### src/mkrd_pkg.sv
`timescale 1ns / 1ps
// ----------------------------------------------------------------------------
// mkrd_pkg
// Shared types and constants of the multi-key release debouncer.
// ----------------------------------------------------------------------------
package mkrd_pkg;

  localparam int KeyW            = 4;
  localparam int KeyCountDefault = 4;
  localparam int CountW          = 8;
  localparam int ApbAddrW        = 3;
  localparam int ApbDataW        = 32;
  localparam int InDataW         = 16;
  localparam int OutDataW        = 8;

  localparam logic [CountW-1:0] HoldTimeReset = CountW'(10);

  // register index within the configuration space
  typedef enum logic [0:0] {
    RegHoldTime = 1'b0
  } reg_idx_e;

  // per-key outcome of one scan tick
  typedef struct packed {
    logic arm;
    logic fire;
  } key_flags_t;

  // one scan tick as held in the input register
  typedef struct packed {
    logic [KeyW-1:0] event_replace;
    logic            event_take;
    logic            now_clear;
    logic [KeyW-1:0] pressed;
  } scan_item_t;

endpackage

### src/mkrd_apb_regs.sv
`timescale 1ns / 1ps
// ----------------------------------------------------------------------------
// mkrd_apb_regs
// Configuration register file behind the APB port (hold time).
// ----------------------------------------------------------------------------
module mkrd_apb_regs
  import mkrd_pkg::*;
(
  input  logic                clk_i,
  input  logic                rst_ni,
  input  logic                psel,
  input  logic                penable,
  input  logic                pwrite,
  input  logic [ApbAddrW-1:0] paddr,
  input  logic [ApbDataW-1:0] pwdata,
  output logic [ApbDataW-1:0] prdata,
  output logic                pready,
  output logic [CountW-1:0]   hold_time_o
);

  logic [CountW-1:0] hold_time_q;
  logic [CountW-1:0] hold_time_d;
  reg_idx_e          reg_idx;
  logic              addr_hit;
  logic              wr_en;

  assign reg_idx  = reg_idx_e'(paddr[ApbAddrW-1]);
  assign addr_hit = (reg_idx == RegHoldTime);
  assign pready   = 1'b1;
  assign wr_en    = psel && penable && pwrite && pready;

  always_comb begin
    hold_time_d = hold_time_q;
    if (wr_en && addr_hit) begin
      hold_time_d = pwdata[CountW-1:0];
    end
  end

  always_ff @(posedge clk_i or negedge rst_ni) begin
    if (!rst_ni) begin
      hold_time_q <= HoldTimeReset;
    end else begin
      hold_time_q <= hold_time_d;
    end
  end

  always_comb begin
    prdata = '0;
    if (addr_hit) begin
      prdata = {{(ApbDataW-CountW){1'b0}}, hold_time_q};
    end
  end

  assign hold_time_o = hold_time_q;

endmodule

### src/mkrd_key_cell.sv
`timescale 1ns / 1ps
// ----------------------------------------------------------------------------
// mkrd_key_cell
// Per-key edge tracking and press / release tick counter.
// ----------------------------------------------------------------------------
module mkrd_key_cell
  import mkrd_pkg::*;
(
  input  logic              clk_i,
  input  logic              rst_ni,
  input  logic              en_i,
  input  logic              pressed_i,
  input  logic [CountW-1:0] hold_time_i,
  output key_flags_t        flags_o
);

  logic              prev_q, prev_d;
  logic              rise_q, rise_d;
  logic              fall_q, fall_d;
  logic [CountW-1:0] cnt_q, cnt_d;
  logic              level_chg;
  logic [CountW-1:0] cnt_inc;
  logic [CountW-1:0] cnt_dec;

  assign level_chg = pressed_i ^ prev_q;
  assign cnt_inc   = cnt_q + CountW'(1);
  assign cnt_dec   = cnt_q - CountW'(1);

  always_comb begin
    prev_d  = pressed_i;
    rise_d  = level_chg ? pressed_i : rise_q;
    fall_d  = level_chg ? !pressed_i : fall_q;
    cnt_d   = cnt_q;
    flags_o = '0;
    if (pressed_i) begin
      if (rise_d) begin
        cnt_d = cnt_inc;
        // count >= hold_time - 1
        if (({1'b0, cnt_inc} + (CountW+1)'(1)) >= {1'b0, hold_time_i}) begin
          rise_d       = 1'b0;
          cnt_d        = hold_time_i;
          flags_o.arm  = 1'b1;
        end
      end
    end else begin
      if (fall_d) begin
        cnt_d = cnt_dec;
        if (cnt_dec <= CountW'(1)) begin
          fall_d       = 1'b0;
          cnt_d        = '0;
          flags_o.fire = 1'b1;
        end
      end
    end
  end

  always_ff @(posedge clk_i or negedge rst_ni) begin
    if (!rst_ni) begin
      prev_q <= 1'b0;
      rise_q <= 1'b0;
      fall_q <= 1'b0;
      cnt_q  <= '0;
    end else if (en_i) begin
      prev_q <= prev_d;
      rise_q <= rise_d;
      fall_q <= fall_d;
      cnt_q  <= cnt_d;
    end
  end

  a_pending_excl: assert property (@(posedge clk_i) disable iff (!rst_ni)
    !(rise_q && fall_q))
    else $error("press and release count both pending");

endmodule

### src/mkrd_fire_merge.sv
`timescale 1ns / 1ps
// ----------------------------------------------------------------------------
// mkrd_fire_merge
// Armed set, fired key set and event register; merges per-key flags in
// index order.
// ----------------------------------------------------------------------------
module mkrd_fire_merge
  import mkrd_pkg::*;
#(
  parameter int KEY_COUNT = KeyCountDefault
) (
  input  logic            clk_i,
  input  logic            rst_ni,
  input  logic            en_i,
  input  key_flags_t      flags_i [KeyW],
  input  logic            now_clear_i,
  input  logic            event_take_i,
  input  logic [KeyW-1:0] event_replace_i,
  output logic [KeyW-1:0] key_now_o,
  output logic [KeyW-1:0] key_event_o
);

  localparam int              NKeys   = (KEY_COUNT < KeyW) ? KEY_COUNT : KeyW;
  localparam logic [KeyW-1:0] KeyMask = KeyW'((1 << NKeys) - 1);

  logic [KeyW-1:0] armed_q, armed_d;
  logic [KeyW-1:0] cur_q, cur_d;
  logic [KeyW-1:0] evt_q, evt_d;
  logic [KeyW-1:0] scan_cur;
  logic [KeyW-1:0] scan_evt;

  always_comb begin
    armed_d  = armed_q;
    scan_cur = cur_q;
    scan_evt = evt_q;
    for (int i = 0; i < KeyW; i++) begin
      if (flags_i[i].arm) begin
        armed_d[i] = 1'b1;
      end
      if (flags_i[i].fire) begin
        if (armed_d != '0) begin
          scan_cur = armed_d;
          scan_evt = armed_d;
        end
        armed_d = '0;
      end
    end
    cur_d = now_clear_i  ? '0 : scan_cur;
    evt_d = event_take_i ? event_replace_i : scan_evt;
  end

  always_ff @(posedge clk_i or negedge rst_ni) begin
    if (!rst_ni) begin
      armed_q <= '0;
      cur_q   <= '0;
      evt_q   <= '0;
    end else if (en_i) begin
      armed_q <= armed_d;
      cur_q   <= cur_d;
      evt_q   <= evt_d;
    end
  end

  assign key_now_o   = scan_cur;
  assign key_event_o = scan_evt;

  a_armed_in_range: assert property (@(posedge clk_i) disable iff (!rst_ni)
    (armed_q & ~KeyMask) == '0)
    else $error("armed mark on a key beyond the key count");

endmodule

### src/multi_key_release_debouncer_top.sv
`timescale 1ns / 1ps
// ----------------------------------------------------------------------------
// multi_key_release_debouncer_top
// Counter-based key debouncer that reports the armed key set on release.
//
// channel   | direction | payload
// s_axis    | in        | tdata: pressed, now_clear, event_take, event_replace
// m_axis    | out       | tdata: key_now, key_event
// apb       | in/out    | hold_time at byte address 0
//
// one scan tick per cycle while m_axis is not stalled; a tick passes through the
// input register, then scan and merge into the result register
// reset clears all key state and loads hold_time with 10
// a stall on m_axis holds the result; s_axis keeps taking ticks while the
// input register can move on
// ----------------------------------------------------------------------------
module multi_key_release_debouncer_top
  import mkrd_pkg::*;
#(
  parameter int KEY_COUNT = KeyCountDefault
) (
  input  logic                clk_i,
  input  logic                rst_ni,
  // [3:0] pressed, [4] now_clear, [5] event_take, [9:6] event_replace
  input  logic [InDataW-1:0]  s_axis_tdata,
  input  logic                s_axis_tvalid,
  output logic                s_axis_tready,
  // [3:0] key_now, [7:4] key_event
  output logic [OutDataW-1:0] m_axis_tdata,
  output logic                m_axis_tvalid,
  input  logic                m_axis_tready,
  input  logic                psel,
  input  logic                penable,
  input  logic                pwrite,
  input  logic [ApbAddrW-1:0] paddr,
  input  logic [ApbDataW-1:0] pwdata,
  output logic [ApbDataW-1:0] prdata,
  output logic                pready
);

  localparam int NKeys = (KEY_COUNT < KeyW) ? KEY_COUNT : KeyW;

  logic                in_valid_q;
  scan_item_t          in_item_q;
  logic                out_valid_q;
  logic [OutDataW-1:0] out_data_q;
  logic                advance;
  logic                in_acc;
  logic [CountW-1:0]   hold_time;
  key_flags_t          flags [KeyW];
  logic [KeyW-1:0]     key_now;
  logic [KeyW-1:0]     key_event;

  mkrd_apb_regs u_regs (
    .clk_i       (clk_i),
    .rst_ni      (rst_ni),
    .psel        (psel),
    .penable     (penable),
    .pwrite      (pwrite),
    .paddr       (paddr),
    .pwdata      (pwdata),
    .prdata      (prdata),
    .pready      (pready),
    .hold_time_o (hold_time)
  );

  assign advance       = in_valid_q && (!out_valid_q || m_axis_tready);
  assign s_axis_tready = !in_valid_q || advance;
  assign in_acc        = s_axis_tvalid && s_axis_tready;

  always_ff @(posedge clk_i or negedge rst_ni) begin
    if (!rst_ni) begin
      in_valid_q <= 1'b0;
    end else if (s_axis_tready) begin
      in_valid_q <= s_axis_tvalid;
    end
  end

  always_ff @(posedge clk_i) begin
    if (in_acc) begin
      in_item_q <= scan_item_t'(s_axis_tdata[$bits(scan_item_t)-1:0]);
    end
  end

  for (genvar k = 0; k < KeyW; k++) begin : g_key
    if (k < NKeys) begin : g_cell
      mkrd_key_cell u_cell (
        .clk_i       (clk_i),
        .rst_ni      (rst_ni),
        .en_i        (advance),
        .pressed_i   (in_item_q.pressed[k]),
        .hold_time_i (hold_time),
        .flags_o     (flags[k])
      );
    end else begin : g_none
      assign flags[k] = '0;
    end
  end

  mkrd_fire_merge #(
    .KEY_COUNT (KEY_COUNT)
  ) u_merge (
    .clk_i           (clk_i),
    .rst_ni          (rst_ni),
    .en_i            (advance),
    .flags_i         (flags),
    .now_clear_i     (in_item_q.now_clear),
    .event_take_i    (in_item_q.event_take),
    .event_replace_i (in_item_q.event_replace),
    .key_now_o       (key_now),
    .key_event_o     (key_event)
  );

  always_ff @(posedge clk_i or negedge rst_ni) begin
    if (!rst_ni) begin
      out_valid_q <= 1'b0;
    end else if (!out_valid_q || m_axis_tready) begin
      out_valid_q <= in_valid_q;
    end
  end

  always_ff @(posedge clk_i) begin
    if (advance) begin
      out_data_q <= {key_event, key_now};
    end
  end

  assign m_axis_tvalid = out_valid_q;
  assign m_axis_tdata  = out_data_q;

  a_full_blocks_input: assert property (@(posedge clk_i) disable iff (!rst_ni)
    (in_valid_q && !advance) |-> !s_axis_tready)
    else $error("input register overwritten while held");

  a_advance_fills_out: assert property (@(posedge clk_i) disable iff (!rst_ni)
    advance |=> out_valid_q)
    else $error("scanned tick lost before the result register");

  a_held_item_stable: assert property (@(posedge clk_i) disable iff (!rst_ni)
    ($past(in_valid_q) && !$past(advance)) |-> $stable(in_item_q))
    else $error("held scan tick changed");

endmodule
### config.mk
export PLATFORM = sky130hd
export DESIGN_NAME = multi_key_release_debouncer_top
export DESIGN_NICKNAME = d
export VERILOG_FILES = /design/src/mkrd_pkg.sv /design/src/mkrd_apb_regs.sv /design/src/mkrd_key_cell.sv /design/src/mkrd_fire_merge.sv /design/src/multi_key_release_debouncer_top.sv
export SDC_FILE = /design/constraint.sdc
export NUM_CORES = 1
export LEC_CHECK = 0
export ABC_AREA = 1
export ABC_CLOCK_PERIOD_IN_PS = 10600
export BUFFER_PORTS_ARGS = -buffer_cell sky130_fd_sc_hd__buf_4
export CORE_UTILIZATION = 35
export DETAILED_ROUTE_END_ITERATION = 8
export GPL_TIMING_DRIVEN = 1
export HOLD_SLACK_MARGIN = 0.05
export PLACE_DENSITY = 0.64
export SLEW_MARGIN = 10
export SYNTH_ARGS = -nofsm -noshare
export SYNTH_HDL_FRONTEND = slang
export SYNTH_HIERARCHICAL = 1
export SYNTH_SLANG_ARGS = --single-unit
### constraint.sdc
create_clock -name clk_i -period 10.6 [get_ports clk_i]
set_input_delay 2.12 -clock clk_i [delete_from_list [all_inputs] [get_ports clk_i]]
set_output_delay 2.12 -clock clk_i [all_outputs]
set_load 0.05 [all_outputs]
Word-level counts from Yosys, hierarchy flattened
Cells that the tools add are included.
{"block": "totals", "ff_bits": 84, "latch_bits": 0, "mem_bits_rw": 0, "rom_bits": 0, "input_bits": 58, "out_inout_bits": 43, "memories": 0}
{"block": "classes", "add_sub_neg": 12, "multipliers": 0, "n_div": 0, "order_cmp": 8, "n_eq_ne": 4, "shifts": 0, "mux": 103, "n_bitwise": 5, "n_reduce_logical": 25}
{"operator": "$mux W8", "count": 21}
{"operator": "$mux W4", "count": 22}
{"operator": "$mux W1", "count": 60}
{"operator": "$add A8 B1 Y9 const B", "count": 4}
{"operator": "$ge A9 B8 Y1", "count": 4}
{"operator": "$add A8 B1 Y8 const B", "count": 4}
{"operator": "$le A8 B1 Y1 const B", "count": 4}
{"operator": "$sub A8 B1 Y8 const B", "count": 4}
{"operator": "$reduce_bool A4 Y1", "count": 4}
{"operator": "$reduce_and A3 Y1", "count": 4}
{"operator": "$ne A2 B1 Y1 const B", "count": 4}
{"operator": "$reduce_bool A2 Y1", "count": 4}
{"operator": "$logic_not A1 Y1", "count": 6}
{"operator": "$logic_and A1 B1 Y1", "count": 5}
{"operator": "$xor A1 B1 Y1", "count": 4}
{"operator": "$logic_or A1 B1 Y1", "count": 2}
{"operator": "$not A1 Y1", "count": 1}

Longest topological paths before layout
{"block": "logic_depth", "ltp_word": 17, "depth_mapped": 33, "depth_no_buf": 33}

Cells and area by module
The synthesis kept the hierarchy.
{"module": "mkrd_key_cell (g_key[0].g_cell.u_cell ...)", "n_inst": 3, "cells_per_inst": 228, "area_per_inst_um2": 1447.6}
{"module": "mkrd_key_cell (g_key[1].g_cell.u_cell)", "n_inst": 1, "cells_per_inst": 220, "area_per_inst_um2": 1407.6}
{"module": "mkrd_fire_merge", "n_inst": 1, "cells_per_inst": 177, "area_per_inst_um2": 1026.0}
{"module": "multi_key_release_debouncer_top", "n_inst": 1, "cells_per_inst": 30, "area_per_inst_um2": 635.6}
{"module": "mkrd_apb_regs", "n_inst": 1, "cells_per_inst": 81, "area_per_inst_um2": 611.8}

Worst setup path after synthesis
No wires, ideal clock.
{"block": "synth_timing", "path_type": "input to output", "startpoint": "input paddr[2]", "endpoint": "output prdata[0]", "arrival_ns": 2.910, "required_ns": 8.480, "setup_slack_ns": 5.570, "stages": 2, "cell_sequence": "buf_6 nor2_1"}
{"block": "synth_between", "elab_chain_len": 1}
{"item": "start, declared", "line": "multi_key_release_debouncer_top.sv:35", "rtl": "input logic [ApbAddrW-1:0] paddr,"}
{"item": "$mux W8", "line": "mkrd_apb_regs.sv:49", "rtl": "if (addr_hit) begin"}
{"item": "end, declared", "line": "multi_key_release_debouncer_top.sv:37", "rtl": "output logic [ApbDataW-1:0] prdata,"}
Every way passes these cells.

Worst setup path after layout
{"block": "layout_timing", "startpoint": "input m_axis_tready", "endpoint": "output s_axis_tready"}
{"block": "layout_between", "elab_chain_len": 3}
{"item": "start, declared", "line": "multi_key_release_debouncer_top.sv:31", "rtl": "input logic m_axis_tready,"}
{"item": "$logic_or A1 B1 Y1", "line": "multi_key_release_debouncer_top.sv:67", "rtl": "assign advance = in_valid_q && (!out_valid_q || m_axis_tready);"}
{"item": "$logic_and A1 B1 Y1", "line": "multi_key_release_debouncer_top.sv:67"}
{"item": "$logic_or A1 B1 Y1", "line": "multi_key_release_debouncer_top.sv:68", "rtl": "assign s_axis_tready = !in_valid_q || advance;"}
{"item": "end, declared", "line": "multi_key_release_debouncer_top.sv:27", "rtl": "output logic s_axis_tready,"}
Every way passes these cells.

==> metrics.log <==
INFO  metric outcome = finished clean
INFO  metric post_cts_resize_count = 0
INFO  metric clkSinkCount = 84
INFO  metric netlist_instances = 1192
INFO  metric die_x = 153 um
INFO  metric maxSlewViolCount = 0
INFO  metric track_usage = 16.4%
INFO  metric avgRoutedWirePerCell = 12.1 um
INFO  metric postRouteAntennaNets = 0
INFO  metric mostFrequentLayoutCell = sky130_fd_sc_hd__nand2_1
INFO  metric path_class = in2out
INFO  metric worst_setup_path_start_kind = input port
INFO  metric die-area = 23500 um2
INFO  metric syn2layout_area_growth = 10.5%
INFO  metric totalPowerFinal = 0.00247 W
INFO  metric critical_path.endpoint_type = primary output
INFO  metric post_synth_main_area_contributors = sky130_fd_sc_hd__dfrtp_1 20%, sky130_fd_sc_hd__nand2_1 16%, sky130_fd_sc_hd__inv_1 9.3%
INFO  metric drt_pre_antenna_iters = 5
INFO  metric detailedPlacementHpwl = 14100 um
INFO  metric slew_headroom = 40.3%
INFO  metric power.ir.vdd_worst = 0.0000896 V
INFO  metric dr.first_iter.drc_count = 343
INFO  metric grt_pass1_wl = 31100 um
INFO  metric place.gp.congestion = 0.892
INFO  metric die_h = 153 um
INFO  metric clk_latency = 350 ps
INFO  metric ctsRootBufferMaster = sky130_fd_sc_hd__clkbuf_16
INFO  metric p_leak = 4.88 nW
INFO  metric final_net_count = 1347
INFO  metric cts_setup_buffers = 0
INFO  metric synthArstFlopShare = 78.6%
INFO  metric grt_antenna_before_repair = 0
INFO  metric yosysTopAreaCellShare = 20.0%
INFO  metric htree_levels = 3
INFO  metric pwr_density_cell = 279 nW/um2
INFO  metric synth-seq-area-share = 27.4%
INFO  metric actual_slew_at_the_worst_max_slew_pin = 895 ps
INFO  metric synth_top_area_cell = sky130_fd_sc_hd__dfrtp_1
INFO  metric count_of_yosys_warnings_during_synthesis = 6
INFO  metric core_area = 22600 um2
INFO  metric cts_inserted_buffers = 9
INFO  metric drcViolationCount = 0
INFO  metric path_max_fanout = 3
INFO  metric detail_route.vias_per_cell = 4.66
INFO  metric cts_buffer_depth = 2
INFO  metric synth_cell_types = 43
INFO  metric fin_hold_ws = 481 ps
INFO  metric io_pins = 101
INFO  metric netlist_area = 8020 um2
INFO  metric postCtsHoldBufs = 0
INFO  metric gr-total-overflow = 0
INFO  metric hp-class = reg2reg
INFO  metric timing.critical_path.required = 8480 ps
INFO  metric via_count = 7101
INFO  metric clock.fmax = 211 MHz
INFO  metric row_count = 55
INFO  metric setup_viol_count_final = 0
INFO  metric count_of_flip_flops_with_a_built_in_enable_after_synthesis = 18
INFO  metric regToRegSetupSlack = 6460 ps
INFO  metric start_util = 35.5%
INFO  metric clock_tree_from_tritoncts = yes
INFO  metric worstPathArrival = 2630 ps
INFO  metric synth_ff_type = sky130_fd_sc_hd__dfrtp_1
INFO  metric avgSynthCellArea = 6.73 um2
INFO  metric grt_max_degree = 67
INFO  metric clock_period_minus_worst_slack = 4750 ps
INFO  metric layout.cells.most_common_list = 345 x sky130_fd_sc_hd__nand2_1, 198 x sky130_fd_sc_hd__inv_1, 99 x sky130_fd_sc_hd__nand3_1
INFO  metric timing.max_cap.violations = 0
INFO  metric post_route_cells_drive_above_1_share = 15.2%
INFO  metric timing_hold_violations_final = 0
INFO  metric via_count_of_the_first_global_routing_pass = 6635
INFO  metric fillCellCount = 2407
INFO  metric postRouteWirelength = 18400 um
INFO  metric finalClockSkew = 10.7 ps
INFO  metric totalNegativeSetupSlack = 0 ps
INFO  metric synth-seq-cells = 84
INFO  metric worst_setup_hold_path_clk_slew = 60 ps
INFO  metric antennaDiodeCount = 0
INFO  metric io_buffers = 43
INFO  metric rsz0062_at_grt = no
INFO  metric finalCritPeriodShare = 44.8%
layout make-up:
type                       instances  area [um2]  share of cell area, %
multi-input combinational        869        4810                   54.3
sequential                        84        2190                   24.8
inverter                         222         833                   9.40
tap                              285         357                   4.02
timing repair buffer              47         353                   3.98
clock buffer                      10         229                   2.58
clock inverter                     6        87.6                  0.988
stage by stage:
stage	utilization (%)	cells	area (um2)	setup WS (ps)
after CTS	39.3	1523	8870	5850
after global placement	37.9	1507	8550	5860
after floorplan	-	1215	8110	5570
final	39.3	1523	8870	5850
after detailed placement	37.9	1507	8550	5850
after global routing	39.3	1523	8870	5820
where the power goes:
part / switching (W) / internal (W)
Combinational: 0.00101 / 0.000561
Sequential: 0.000129 / 0.000427
Clock: 0.000136 / 0.000207
Total: 0.00128 / 0.00119
Yosys cell counts, drive strengths merged (3+ instances only):
library cell    n
a211oi          3
a21oi          50
a22o            4
a31oi           3
buf            39
clkinv          6
dfrtp          64
edfxtp         18
ha             56
inv           216
nand2         394
nand3         109
nand4          35
nor2          101
nor3           15
o21ai          27
o31ai           4
xnor2          11
xor2           24
metal layers:
metal | up-vias | part of all wire, % | global-route usage (%) | wire length [um]
met5 | - | 0 | 0 | 0
met4 | 0 | 2.4 | 6.00 | 440
met3 | 25 | 2.7 | 2.67 | 497
met2 | 101 | 48 | 28.2 | 8760
met1 | 3201 | 47 | 20.5 | 8740
li1 | 3774 | - | - | -
state kept, by name, indices dropped and copies added, names as in the netlist:
name,flops
g_key.g_cell.u_cell/fall_q,4
in_valid_q,1
in_item_q,10
u_regs/hold_time_o,8
u_merge/armed_q,4
u_merge/evt_q,4
g_key.g_cell.u_cell/prev_q,4
m_axis_tvalid,1
m_axis_tdata,8
u_merge/cur_q,4
g_key.g_cell.u_cell/cnt_q,32
g_key.g_cell.u_cell/rise_q,4
cell families (layout without fill, tap and decap cells):
group / after synthesis / in the layout / synth area share, %
simple gates: 656 / 656 / 38.1
buf+inv: 262 / 285 / 13.8
compound gates: 97 / 97 / 7.98
flops: 84 / 84 / 27.4
fa+ha+maj: 56 / 56 / 8.73
xor+xnor: 35 / 35 / 3.91
other cells: 2 / 25 / 0.0936
worst max-delay path, cell delays in order:
cell,delay (ps)
sky130_fd_sc_hd__buf_4,110
sky130_fd_sc_hd__inv_1,100
sky130_fd_sc_hd__nand3_2,90
sky130_fd_sc_hd__buf_4,200
final timing paths:
path	start	endpoint	cells past startpoint
min in group asynchronous	rst_ni	g_key[1].g_cell.u_cell/cnt_q[2]	1
max reg2reg	g_key[1].g_cell.u_cell/cnt_q[0]	m_axis_tdata[6]	21
max	m_axis_tready	s_axis_tready	4
min reg2reg	u_merge/evt_q[1]	u_merge/evt_q[1]	2
min	u_merge/evt_q[1]	u_merge/evt_q[1]	2
max in group asynchronous	rst_ni	u_merge/cur_q[0]	1
No activity file was read; power rests on OpenSTA's default activity.
